`src/rtl/core/tga_truecolor_rle_decoder_unit_defines.svh`:
```
// Assertion macros used by the TGA decoder RTL.
`ifndef TGA_TRUECOLOR_RLE_DECODER_UNIT_DEFINES_SVH
`define TGA_TRUECOLOR_RLE_DECODER_UNIT_DEFINES_SVH

// Same-cycle implication, disabled while in reset.
`define TGARLE_ASSERT_IMP(label, clk, rst, ante, cons) \
  label: assert property (@(posedge clk) disable iff (rst) (ante) |-> (cons)) \
    else $error("tgarle: same-cycle check failed");

// Next-cycle implication, disabled while in reset.
`define TGARLE_ASSERT_NXT(label, clk, rst, ante, cons) \
  label: assert property (@(posedge clk) disable iff (rst) (ante) |=> (cons)) \
    else $error("tgarle: next-cycle check failed");

`endif

```
`src/rtl/core/tgarle_pkg.sv`:
```
// Shared types and constants of the TGA true-color RLE decoder.
`timescale 1ns / 1ps

package tgarle_pkg;

  // Parser phase
  typedef enum logic [1:0] {
    PH_HEADER,
    PH_SKIP,
    PH_DATA,
    PH_DONE
  } phase_t;

  // Input word kinds
  localparam logic OP_BYTE = 1'b0;
  localparam logic OP_EOS  = 1'b1;

  // Result kinds
  localparam logic [1:0] KIND_HEADER = 2'd0;
  localparam logic [1:0] KIND_RUN    = 2'd1;
  localparam logic [1:0] KIND_ERROR  = 2'd2;

  // Error codes
  localparam logic [2:0] ERR_NO_DATA      = 3'd0;
  localparam logic [2:0] ERR_BAD_TYPE     = 3'd1;
  localparam logic [2:0] ERR_BAD_DEPTH    = 3'd2;
  localparam logic [2:0] ERR_BAD_SIZE     = 3'd3;
  localparam logic [2:0] ERR_SHORT_HEADER = 3'd4;
  localparam logic [2:0] ERR_SHORT_PIXELS = 3'd5;

  // Header byte offsets
  localparam logic [4:0] HDR_ID_LEN      = 5'd0;
  localparam logic [4:0] HDR_CMAP_TYPE   = 5'd1;
  localparam logic [4:0] HDR_IMG_TYPE    = 5'd2;
  localparam logic [4:0] HDR_CMAP_LEN_LO = 5'd5;
  localparam logic [4:0] HDR_CMAP_LEN_HI = 5'd6;
  localparam logic [4:0] HDR_CMAP_DEPTH  = 5'd7;
  localparam logic [4:0] HDR_WIDTH_LO    = 5'd12;
  localparam logic [4:0] HDR_WIDTH_HI    = 5'd13;
  localparam logic [4:0] HDR_HEIGHT_LO   = 5'd14;
  localparam logic [4:0] HDR_HEIGHT_HI   = 5'd15;
  localparam logic [4:0] HDR_DEPTH       = 5'd16;
  localparam logic [4:0] HDR_LAST        = 5'd17;

  // Header field values
  localparam logic [7:0] TYPE_NONE = 8'd0;
  localparam logic [7:0] TYPE_RAW  = 8'd2;
  localparam logic [7:0] TYPE_RLE  = 8'd10;
  localparam logic [7:0] DEPTH_24  = 8'd24;
  localparam logic [7:0] DEPTH_32  = 8'd32;
  localparam logic [7:0] CMAP_USED = 8'd1;

  // Counter widths
  localparam int SKIP_W = 22;
  localparam int PIX_W  = 30;

  // One accepted input word
  typedef struct packed {
    logic       op;
    logic [7:0] data;
  } in_item_t;

  // One result word
  typedef struct packed {
    logic        valid;
    logic [1:0]  kind;
    logic [14:0] image_width;
    logic [14:0] image_height;
    logic        has_alpha;
    logic [7:0]  red;
    logic [7:0]  green;
    logic [7:0]  blue;
    logic [7:0]  alpha;
    logic [7:0]  repeat_count;
    logic        last_run;
    logic [2:0]  error_code;
  } result_t;

endpackage

```
`src/rtl/core/tga_truecolor_rle_decoder_unit.sv`:
```
// Top level of the streaming TGA true-color (raw and RLE) decoder.
`timescale 1ns / 1ps

// Streaming TGA decoder for image types 2 (raw) and 10 (RLE) at 24 or 32 bits
// per pixel. Feed the file one byte per word with s_tuser low, then one word
// with s_tuser high to mark end of stream. It emits one header word, then one
// run word per pixel or per RLE repeat packet (RGB(A) with a repeat count,
// m_tlast on the run that completes the image), or an error word. The block
// takes one byte per clock cycle sustained while m_tready stays high; each
// word passes an input register, one pass of the parser logic and an output
// register before its result is offered on m_tvalid. A result that waits on
// m_tready stalls the input only once the input register also holds a word.
// There is no clearing pass after reset.
module tga_truecolor_rle_decoder_unit (
  input  logic        clk,
  input  logic        rst,
  input  logic        s_tvalid,
  output logic        s_tready,
  input  logic [7:0]  s_tdata,   // in_byte
  input  logic        s_tuser,   // op
  output logic        m_tvalid,
  input  logic        m_tready,
  // image_width, image_height, has_alpha, red, green, blue, alpha,
  // repeat_count, error_code, zero pad
  output logic [79:0] m_tdata,
  output logic [1:0]  m_tuser,   // kind
  output logic        m_tlast    // last_run
);

  logic                 in_valid;
  tgarle_pkg::in_item_t in_item;
  logic                 advance;
  logic                 step;
  tgarle_pkg::result_t  res;
  logic                 out_valid;
  tgarle_pkg::result_t  out_res;

  // Move the input stage when the output stage is empty or draining
  assign advance  = !out_valid || m_tready;
  assign s_tready = !in_valid || advance;
  assign step     = in_valid && advance;

  // Input register
  always_ff @(posedge clk) begin
    if (rst) begin
      in_valid <= 1'b0;
    end else if (s_tvalid && s_tready) begin
      in_valid <= 1'b1;
    end else if (advance) begin
      in_valid <= 1'b0;
    end
  end

  always_ff @(posedge clk) begin
    if (s_tvalid && s_tready) begin
      in_item.op   <= s_tuser;
      in_item.data <= s_tdata;
    end
  end

  tgarle_parser u_parser (
    .clk  (clk),
    .rst  (rst),
    .step (step),
    .item (in_item),
    .res  (res)
  );

  // Output register: load a result word, drop words with no result
  always_ff @(posedge clk) begin
    if (rst) begin
      out_valid <= 1'b0;
    end else if (advance) begin
      out_valid <= step && res.valid;
    end
  end

  always_ff @(posedge clk) begin
    if (advance) begin
      out_res <= res;
    end
  end

  assign m_tvalid = out_valid;
  assign m_tuser  = out_res.kind;
  assign m_tlast  = out_res.last_run;
  assign m_tdata  = {6'd0, out_res.error_code, out_res.repeat_count, out_res.alpha,
                     out_res.blue, out_res.green, out_res.red, out_res.has_alpha,
                     out_res.image_height, out_res.image_width};

endmodule

```
`src/rtl/core/tgarle_parser.sv`:
```
// Header parser, skip counter and pixel run decoder of the TGA decoder.
`timescale 1ns / 1ps
`include "tga_truecolor_rle_decoder_unit_defines.svh"

module tgarle_parser (
  input  logic                clk,
  input  logic                rst,
  input  logic                step,
  input  tgarle_pkg::in_item_t item,
  output tgarle_pkg::result_t res
);

  tgarle_pkg::phase_t phase, phase_next;

  logic [4:0]                    header_index, header_index_next;
  logic [7:0]                    img_type, img_type_next;
  logic [7:0]                    img_depth, img_depth_next;
  logic [15:0]                   img_width, img_width_next;
  logic [15:0]                   img_height, img_height_next;
  logic                          cmap_present, cmap_present_next;
  logic [15:0]                   cmap_length, cmap_length_next;
  logic [tgarle_pkg::SKIP_W-1:0] skip_remaining, skip_remaining_next;
  logic [tgarle_pkg::PIX_W-1:0]  pixels_remaining, pixels_remaining_next;
  logic [7:0]                    packet_remaining, packet_remaining_next;
  logic                          packet_is_repeat, packet_is_repeat_next;
  logic [1:0]                    pixel_byte_index, pixel_byte_index_next;
  logic [31:0]                   pixel_buffer, pixel_buffer_next;

  logic                          is_eos;
  logic                          hdr_done;
  logic                          hdr_bad;
  logic [2:0]                    hdr_code;
  logic [tgarle_pkg::PIX_W-1:0]  pix_area;
  logic [5:0]                    cmap_entry_bytes;
  logic [tgarle_pkg::SKIP_W-1:0] cmap_bytes;
  logic [tgarle_pkg::SKIP_W-1:0] skip_dec;
  logic                          is_rle;
  logic                          is_32;
  logic                          pkt_hdr;
  logic                          pix_done;
  logic                          run_repeat;
  logic [tgarle_pkg::PIX_W-1:0]  pkt_rem_ext;
  logic [tgarle_pkg::PIX_W-1:0]  run_count;
  logic [tgarle_pkg::PIX_W-1:0]  pix_left;
  logic                          pix_last;
  logic [31:0]                   buf_new;

  assign is_eos = (item.op == tgarle_pkg::OP_EOS);

  // Check the header on its last byte, in priority order
  assign hdr_done = (phase == tgarle_pkg::PH_HEADER) && (header_index == tgarle_pkg::HDR_LAST);

  always_comb begin
    hdr_bad  = 1'b1;
    hdr_code = tgarle_pkg::ERR_NO_DATA;
    if (img_type == tgarle_pkg::TYPE_NONE) begin
      hdr_code = tgarle_pkg::ERR_NO_DATA;
    end else if (img_type != tgarle_pkg::TYPE_RAW && img_type != tgarle_pkg::TYPE_RLE) begin
      hdr_code = tgarle_pkg::ERR_BAD_TYPE;
    end else if (img_depth != tgarle_pkg::DEPTH_24 && img_depth != tgarle_pkg::DEPTH_32) begin
      hdr_code = tgarle_pkg::ERR_BAD_DEPTH;
    end else if (img_width == 16'd0 || img_width[15] || img_height == 16'd0 ||
                 img_height[15]) begin
      hdr_code = tgarle_pkg::ERR_BAD_SIZE;
    end else begin
      hdr_bad = 1'b0;
    end
  end

  // Pixel count of the image
  assign pix_area = {15'd0, img_width[14:0]} * {15'd0, img_height[14:0]};

  // Color map size in bytes: length times bytes per entry
  assign cmap_entry_bytes = 6'(({1'b0, item.data} + 9'd7) >> 3);
  assign cmap_bytes       = {6'd0, cmap_length} * {16'd0, cmap_entry_bytes};
  assign skip_dec         = (skip_remaining != '0) ? skip_remaining - 1'b1 : skip_remaining;

  // Pixel assembly and run length
  assign is_rle      = (img_type == tgarle_pkg::TYPE_RLE);
  assign is_32       = (img_depth == tgarle_pkg::DEPTH_32);
  assign pkt_hdr     = is_rle && (packet_remaining == 8'd0);
  assign pix_done    = !pkt_hdr && (pixel_byte_index == (is_32 ? 2'd3 : 2'd2));
  assign run_repeat  = is_rle && packet_is_repeat;
  assign pkt_rem_ext = {{(tgarle_pkg::PIX_W-8){1'b0}}, packet_remaining};
  assign run_count   = !run_repeat ? tgarle_pkg::PIX_W'(1) :
                       (pkt_rem_ext > pixels_remaining) ? pixels_remaining : pkt_rem_ext;
  assign pix_left    = pixels_remaining - run_count;
  assign pix_last    = (pix_left == '0);

  always_comb begin
    buf_new = pixel_buffer;
    buf_new[{pixel_byte_index, 3'b000} +: 8] = item.data;
  end

  // Next phase
  always_comb begin
    phase_next = phase;
    if (is_eos) begin
      phase_next = tgarle_pkg::PH_HEADER;
    end else begin
      unique case (phase)
        tgarle_pkg::PH_HEADER: begin
          if (hdr_done) begin
            if (hdr_bad) begin
              phase_next = tgarle_pkg::PH_DONE;
            end else if (skip_remaining != '0) begin
              phase_next = tgarle_pkg::PH_SKIP;
            end else begin
              phase_next = tgarle_pkg::PH_DATA;
            end
          end
        end
        tgarle_pkg::PH_SKIP: begin
          if (skip_dec == '0) begin
            phase_next = tgarle_pkg::PH_DATA;
          end
        end
        tgarle_pkg::PH_DATA: begin
          if (pix_done && pix_last) begin
            phase_next = tgarle_pkg::PH_DONE;
          end
        end
        tgarle_pkg::PH_DONE: begin
          phase_next = tgarle_pkg::PH_DONE;
        end
        default: begin
          phase_next = tgarle_pkg::PH_HEADER;
        end
      endcase
    end
  end

  // Datapath updates and result word
  always_comb begin
    header_index_next     = header_index;
    img_type_next         = img_type;
    img_depth_next        = img_depth;
    img_width_next        = img_width;
    img_height_next       = img_height;
    cmap_present_next     = cmap_present;
    cmap_length_next      = cmap_length;
    skip_remaining_next   = skip_remaining;
    pixels_remaining_next = pixels_remaining;
    packet_remaining_next = packet_remaining;
    packet_is_repeat_next = packet_is_repeat;
    pixel_byte_index_next = pixel_byte_index;
    pixel_buffer_next     = pixel_buffer;
    res                   = '0;

    if (is_eos) begin
      // Report truncation, then rearm for the next file
      if (phase == tgarle_pkg::PH_HEADER) begin
        res.valid      = 1'b1;
        res.kind       = tgarle_pkg::KIND_ERROR;
        res.error_code = tgarle_pkg::ERR_SHORT_HEADER;
      end else if (phase == tgarle_pkg::PH_SKIP || phase == tgarle_pkg::PH_DATA) begin
        res.valid      = 1'b1;
        res.kind       = tgarle_pkg::KIND_ERROR;
        res.error_code = tgarle_pkg::ERR_SHORT_PIXELS;
      end
      header_index_next     = '0;
      img_type_next         = '0;
      img_depth_next        = '0;
      img_width_next        = '0;
      img_height_next       = '0;
      cmap_present_next     = 1'b0;
      cmap_length_next      = '0;
      skip_remaining_next   = '0;
      pixels_remaining_next = '0;
      packet_remaining_next = '0;
      packet_is_repeat_next = 1'b0;
      pixel_byte_index_next = '0;
      pixel_buffer_next     = '0;
    end else begin
      case (phase)
        tgarle_pkg::PH_HEADER: begin
          // Capture the header fields by byte offset
          unique case (header_index)
            tgarle_pkg::HDR_ID_LEN:      skip_remaining_next = {14'd0, item.data};
            tgarle_pkg::HDR_CMAP_TYPE:   cmap_present_next = (item.data == tgarle_pkg::CMAP_USED);
            tgarle_pkg::HDR_IMG_TYPE:    img_type_next = item.data;
            tgarle_pkg::HDR_CMAP_LEN_LO: cmap_length_next[7:0] = item.data;
            tgarle_pkg::HDR_CMAP_LEN_HI: cmap_length_next[15:8] = item.data;
            tgarle_pkg::HDR_CMAP_DEPTH: begin
              if (cmap_present) begin
                skip_remaining_next = skip_remaining + cmap_bytes;
              end
            end
            tgarle_pkg::HDR_WIDTH_LO:    img_width_next[7:0] = item.data;
            tgarle_pkg::HDR_WIDTH_HI:    img_width_next[15:8] = item.data;
            tgarle_pkg::HDR_HEIGHT_LO:   img_height_next[7:0] = item.data;
            tgarle_pkg::HDR_HEIGHT_HI:   img_height_next[15:8] = item.data;
            tgarle_pkg::HDR_DEPTH:       img_depth_next = item.data;
            default: ;
          endcase
          header_index_next = header_index + 1'b1;
          if (hdr_done) begin
            res.valid = 1'b1;
            if (hdr_bad) begin
              res.kind       = tgarle_pkg::KIND_ERROR;
              res.error_code = hdr_code;
            end else begin
              res.kind              = tgarle_pkg::KIND_HEADER;
              res.image_width       = img_width[14:0];
              res.image_height      = img_height[14:0];
              res.has_alpha         = is_32;
              pixels_remaining_next = pix_area;
              packet_remaining_next = '0;
              pixel_byte_index_next = '0;
            end
          end
        end
        tgarle_pkg::PH_SKIP: begin
          skip_remaining_next = skip_dec;
        end
        tgarle_pkg::PH_DATA: begin
          if (pkt_hdr) begin
            // Open a new RLE packet
            packet_is_repeat_next = item.data[7];
            packet_remaining_next = {1'b0, item.data[6:0]} + 8'd1;
            pixel_byte_index_next = '0;
          end else begin
            pixel_buffer_next = buf_new;
            if (!pix_done) begin
              pixel_byte_index_next = pixel_byte_index + 1'b1;
            end else begin
              // Pixel complete: emit one run, BGR(A) to RGB(A)
              pixel_byte_index_next = '0;
              if (run_repeat) begin
                packet_remaining_next = '0;
              end else if (packet_remaining != 8'd0) begin
                packet_remaining_next = packet_remaining - 1'b1;
              end
              pixels_remaining_next = pix_left;
              res.valid        = 1'b1;
              res.kind         = tgarle_pkg::KIND_RUN;
              res.has_alpha    = is_32;
              res.red          = buf_new[23:16];
              res.green        = buf_new[15:8];
              res.blue         = buf_new[7:0];
              res.alpha        = is_32 ? buf_new[31:24] : 8'd0;
              res.repeat_count = run_count[7:0];
              res.last_run     = pix_last;
            end
          end
        end
        default: ;
      endcase
    end
  end

  // Hold state between words, advance on each step
  always_ff @(posedge clk) begin
    if (rst) begin
      phase            <= tgarle_pkg::PH_HEADER;
      header_index     <= '0;
      img_type         <= '0;
      img_depth        <= '0;
      img_width        <= '0;
      img_height       <= '0;
      cmap_present     <= 1'b0;
      cmap_length      <= '0;
      skip_remaining   <= '0;
      pixels_remaining <= '0;
      packet_remaining <= '0;
      packet_is_repeat <= 1'b0;
      pixel_byte_index <= '0;
      pixel_buffer     <= '0;
    end else if (step) begin
      phase            <= phase_next;
      header_index     <= header_index_next;
      img_type         <= img_type_next;
      img_depth        <= img_depth_next;
      img_width        <= img_width_next;
      img_height       <= img_height_next;
      cmap_present     <= cmap_present_next;
      cmap_length      <= cmap_length_next;
      skip_remaining   <= skip_remaining_next;
      pixels_remaining <= pixels_remaining_next;
      packet_remaining <= packet_remaining_next;
      packet_is_repeat <= packet_is_repeat_next;
      pixel_byte_index <= pixel_byte_index_next;
      pixel_buffer     <= pixel_buffer_next;
    end
  end

  // End of stream always rearms the header parser
  `TGARLE_ASSERT_NXT(a_eos_rearm, clk, rst, step && is_eos,
    phase == tgarle_pkg::PH_HEADER && header_index == '0)
  // Skip phase is only entered with bytes left to skip
  `TGARLE_ASSERT_IMP(a_skip_nonzero, clk, rst, phase == tgarle_pkg::PH_SKIP,
    skip_remaining != '0)
  // Pixel data phase always has pixels left
  `TGARLE_ASSERT_IMP(a_pixels_nonzero, clk, rst, phase == tgarle_pkg::PH_DATA,
    pixels_remaining != '0)
  // The completing run closes the image
  `TGARLE_ASSERT_NXT(a_last_closes, clk, rst, step && res.valid && res.last_run,
    phase == tgarle_pkg::PH_DONE)

endmodule
```
`config.mk`:
```
export PLATFORM = sky130hd
export DESIGN_NAME = tga_truecolor_rle_decoder_unit
export DESIGN_NICKNAME = d
export VERILOG_FILES = /design/src/rtl/core/tgarle_pkg.sv /design/src/rtl/core/tga_truecolor_rle_decoder_unit.sv /design/src/rtl/core/tgarle_parser.sv
export VERILOG_INCLUDE_DIRS = /design/src /design/src/rtl/core
export SDC_FILE = /design/constraint.sdc
export NUM_CORES = 1
export LEC_CHECK = 0
export BUFFER_PORTS_ARGS = -buffer_cell sky130_fd_sc_hd__buf_4
export CORE_MARGIN = 2
export CORE_UTILIZATION = 45
export CTS_BUF_LIST = sky130_fd_sc_hd__clkbuf_8
export CTS_CLUSTER_DIAMETER = 120
export DETAILED_ROUTE_END_ITERATION = 8
export HOLD_SLACK_MARGIN = 0.08
export PLACE_DENSITY = 0.66
export SLEW_MARGIN = 20
export SYNTH_ARGS = -nofsm -noshare
export SYNTH_HDL_FRONTEND = slang
export SYNTH_HIERARCHICAL = 1
export SYNTH_SLANG_ARGS = --single-unit
```
`constraint.sdc`:
```
create_clock -name clk -period 6.76 [get_ports clk]
set_input_delay 1.352 -clock clk [delete_from_list [all_inputs] [get_ports clk]]
set_output_delay 1.352 -clock clk [all_outputs]
set_load 0.005 [all_outputs]
```
==> impl_metrics.tcl <==
set metrics [dict create \
    worst_ep_arrival_time_ns 6.93 \
    p_int_uw 2771 \
    gp_congestion 0.9668 \
    pin_count 98 \
    cts_sinks 255 \
    num_vias 21800 \
    max-vdd-ir-drop_mv 0.1415 \
    htreeDepth 2 \
    die_area_sq_um 58560 \
    setup_violations 0 \
    synth.most_common_cell "nor2_1" \
    setup_tns_ns 0 \
    crit_chain "and2_1, fa_1, fa_1, fa_1, inv_1, fa_1, fa_1, inv_1, fa_1, ha_4, and2_1, or4_1, o211ai_1, o21a_1, a211oi_1, o31ai_1, a21oi_1, mux2i_1, a311oi_1, a2111oi_1" \
    maxSlewHeadroom 0.3285 \
    grt_max_degree 106 \
    p_sw_frac 0.2636 \
    worstPathMaxFanout 10 \
    synth-seq-area-share 0.2340 \
    area_growth_pct 10.45 \
    max_freq_mhz 156.3 \
    reg2reg_depth 20 \
    cap_violations 0 \
    cts_hold_buf 0 \
    grt_pass1_wl_um 118700 \
    track_usage 0.2518 \
    port_buffers 91 \
    hold_viol 0 \
    synthTopCellsByCount "nor2_1 (357), inv_1 (335), nand2_1 (277), fa_1 (243)" \
    die_h_um 242 \
    p_seq_frac 0.429 \
    cp.required_ns 7.29 \
    routed_wl_um 74230 \
    cts-root-buf "clkbuf_8" \
    cts_buffer_depth 3 \
    hpwlAfterDp_um 56910 \
    path_clk_slew_ns 0.07 \
    worst_pin_slew_ns 0.9995 \
    finalPower_uw 3763 \
    tritoncts "built" \
    p_leak_uw 0.01282 \
    min_path_type "flip-flop to flip-flop" \
    critical_path_class "flip-flop to flip-flop" \
    min_period_over_period 0.9465 \
    synth.avg_cell_area_sq_um 8.437 \
    power_density_nw_per_um2 133.7 \
    core_area_sq_um 56170 \
    clockPowerShare 0.473 \
    vias_per_cell 5.643 \
    p_comb_frac 0.097 \
    rsz0062_at_grt "false" \
    yosysTopAreaCellShare 0.1909 \
    synth_area_leaders "fa_1 (19%), dfxtp_1 (13%), edfxtp_1 (10%)" \
    numCtsBuffers 46 \
    crit_slowest_cell "fa_1" \
    status "finished, final reports clean" \
    start_kind "flip-flop" \
    syn_area_sq_um 25490 \
    yosysWarnings 6 \
    cpMostUsedCell "fa_1" \
    overflow 0 \
    first_pass_iters 6 \
    async_flop_share 0 \
    drt_iter0_markers 1925 \
    slowest_delay_ns 0.59 \
    critPathCaptureType "flip-flop" \
    layout.area.seq_sq_um 5998 \
    fillers 5321 \
    drive_above_1_share 0.09691 \
    antenna_found_initial 1 \
    clkLatencyLatePin_ns 0.66 \
    multiInputGateArea_sq_um 17590 \
    routedWlPerCell_um 19.21 \
    antenna_left 0 \
    num_rows 87 \
    skew_ns 0.04028 \
    initial_core_util 0.4538 \
    synthCells 3021 \
    grt_pass1_vias 22110 \
    whs_path_depth 2 \
    die_width_um 242 \
    p_sw_uw 991.7 \
    fin_nets 3511 \
    synth.largest_area_cell "fa_1" \
    period_minus_slack_ns 6.398 \
    drc 0 \
    final-max-slew-violation-count 0 \
    synth_edf_count 86 \
    ys_ff_latch 255 \
    yosys.cell_types.count 101 \
    ys.flop_type "dfxtp_1" \
]
logic make-up after synthesis:
kind of cell    count (synthesis)  synth area share
flops                         255            0.2340
simple gates                 1154            0.2231
compound gates                539            0.1378
buf+inv                       526           0.08124
mux                            27           0.01065
xor+xnor                       88           0.03024
other cells                     2         0.0002946
fa+ha+maj                     430            0.2826
final timing paths:
check	slack, ns	endpoint	from
setup / recovery	0.36	u_parser/pixels_remaining[29]	u_parser/img_width[10]
hold / removal	0.48	m_tvalid	in_valid
setup reg to reg	0.36	u_parser/pixels_remaining[29]	u_parser/img_width[10]
hold reg to reg	0.48	m_tvalid	in_valid
cell usage in the layout (no fill, tap or decap), types with 9 or more instances in the layout:
cell	count
conb_1	27
or2_2	9
a21oi_1	165
mux2i_1	26
xor2_1	33
buf_4	161
a22o_1	9
o21ai_0	65
bufinv_16	9
nand4_1	31
inv_1	343
o211ai_1	11
nor2b_1	46
edfxtp_1	86
a22oi_1	49
nor2_1	357
nor3_1	58
xnor2_1	55
o31ai_1	12
clkinv_1	11
o21a_1	20
and3_1	17
dfxtp_1	151
ha_1	186
nand2b_1	39
and2_1	187
a21o_1	28
a31oi_1	81
a211oi_1	15
o21bai_1	9
clkbuf_8	52
nand2_1	275
nor4_1	25
nand3_1	37
fa_1	243
or3_1	9
dfxtp_2	14
per-stage QoR:
step	setup slack, ns	cells	hold WS (ns)	cell area, sq um	utilization
global route	0.05055	3862	0.4918	28150	0.5012
floorplan	0.3877	3046	0.4389	25580	-
finish	0.3618	3863	0.4789	28150	0.5012
detailed placement	-0.09213	3775	0.4753	26960	0.4800
global placement	0.1817	3775	0.4624	26960	0.4800
CTS	0.03772	3861	0.4831	28080	0.4999
final cells by class:
| cell class | instances | share of cell area |
|---|---|---|
| Multi-Input combinational cell | 2265 | 0.6247 |
| Sequential cell | 255 | 0.2131 |
| Inverter | 337 | 0.04493 |
| Timing Repair Buffer | 163 | 0.04431 |
| Tap cell | 756 | 0.03360 |
| Clock buffer | 52 | 0.02542 |
| Clock inverter | 34 | 0.01391 |
| Antenna cell | 1 | 0.00008889 |
registers in the layout (all words and copies together), names as in the netlist, 9 cells and up:
register / flops
u_parser/cmap_length: 16
m_tdata: 74
u_parser/img_height: 16
u_parser/skip_remaining: 22
u_parser/img_width: 16
u_parser/pixel_buffer: 32
u_parser/pixels_remaining: 30
in_item: 9
what timing repair did:
item,CTS,global route
pin swaps,0,5
gates resized for setup,6,20
hold endpoints to repair,0,0
endpoints found under the setup margin,1,3
setup buffers,0,0
routing by layer:
metal  wire, um  global-route usage  vias to the layer above
met5          0                   0                        -
met4       3183              0.1004                        0
met3       4124             0.03512                      177
met2      36830              0.4379                      709
met1      30090              0.3155                    10750
li1           -                   -                    10160
critical path: cells and delay by family, from the launching register on:
kind                       cells  cell delay [ns]
adders and majority gates      7             3.44
DFF                            1             0.39
AOI/OAI and AO/OA              7             1.40
muxes                          1             0.17
and+or+nand+nor                3             0.79
buffers and inverters          2             0.12
power by group through the flow:
stage / registers, uW / logic [uW] / clock network [uW]
after floorplan: 1640 / 246 / 0
after global placement: 1650 / 352 / 0
after detailed placement: 1650 / 357 / 0
after CTS: 1620 / 358 / 1820
after global routing: 1620 / 397 / 1880
final: 1620 / 367 / 1780
No activity file was read; power rests on OpenSTA's default activity.
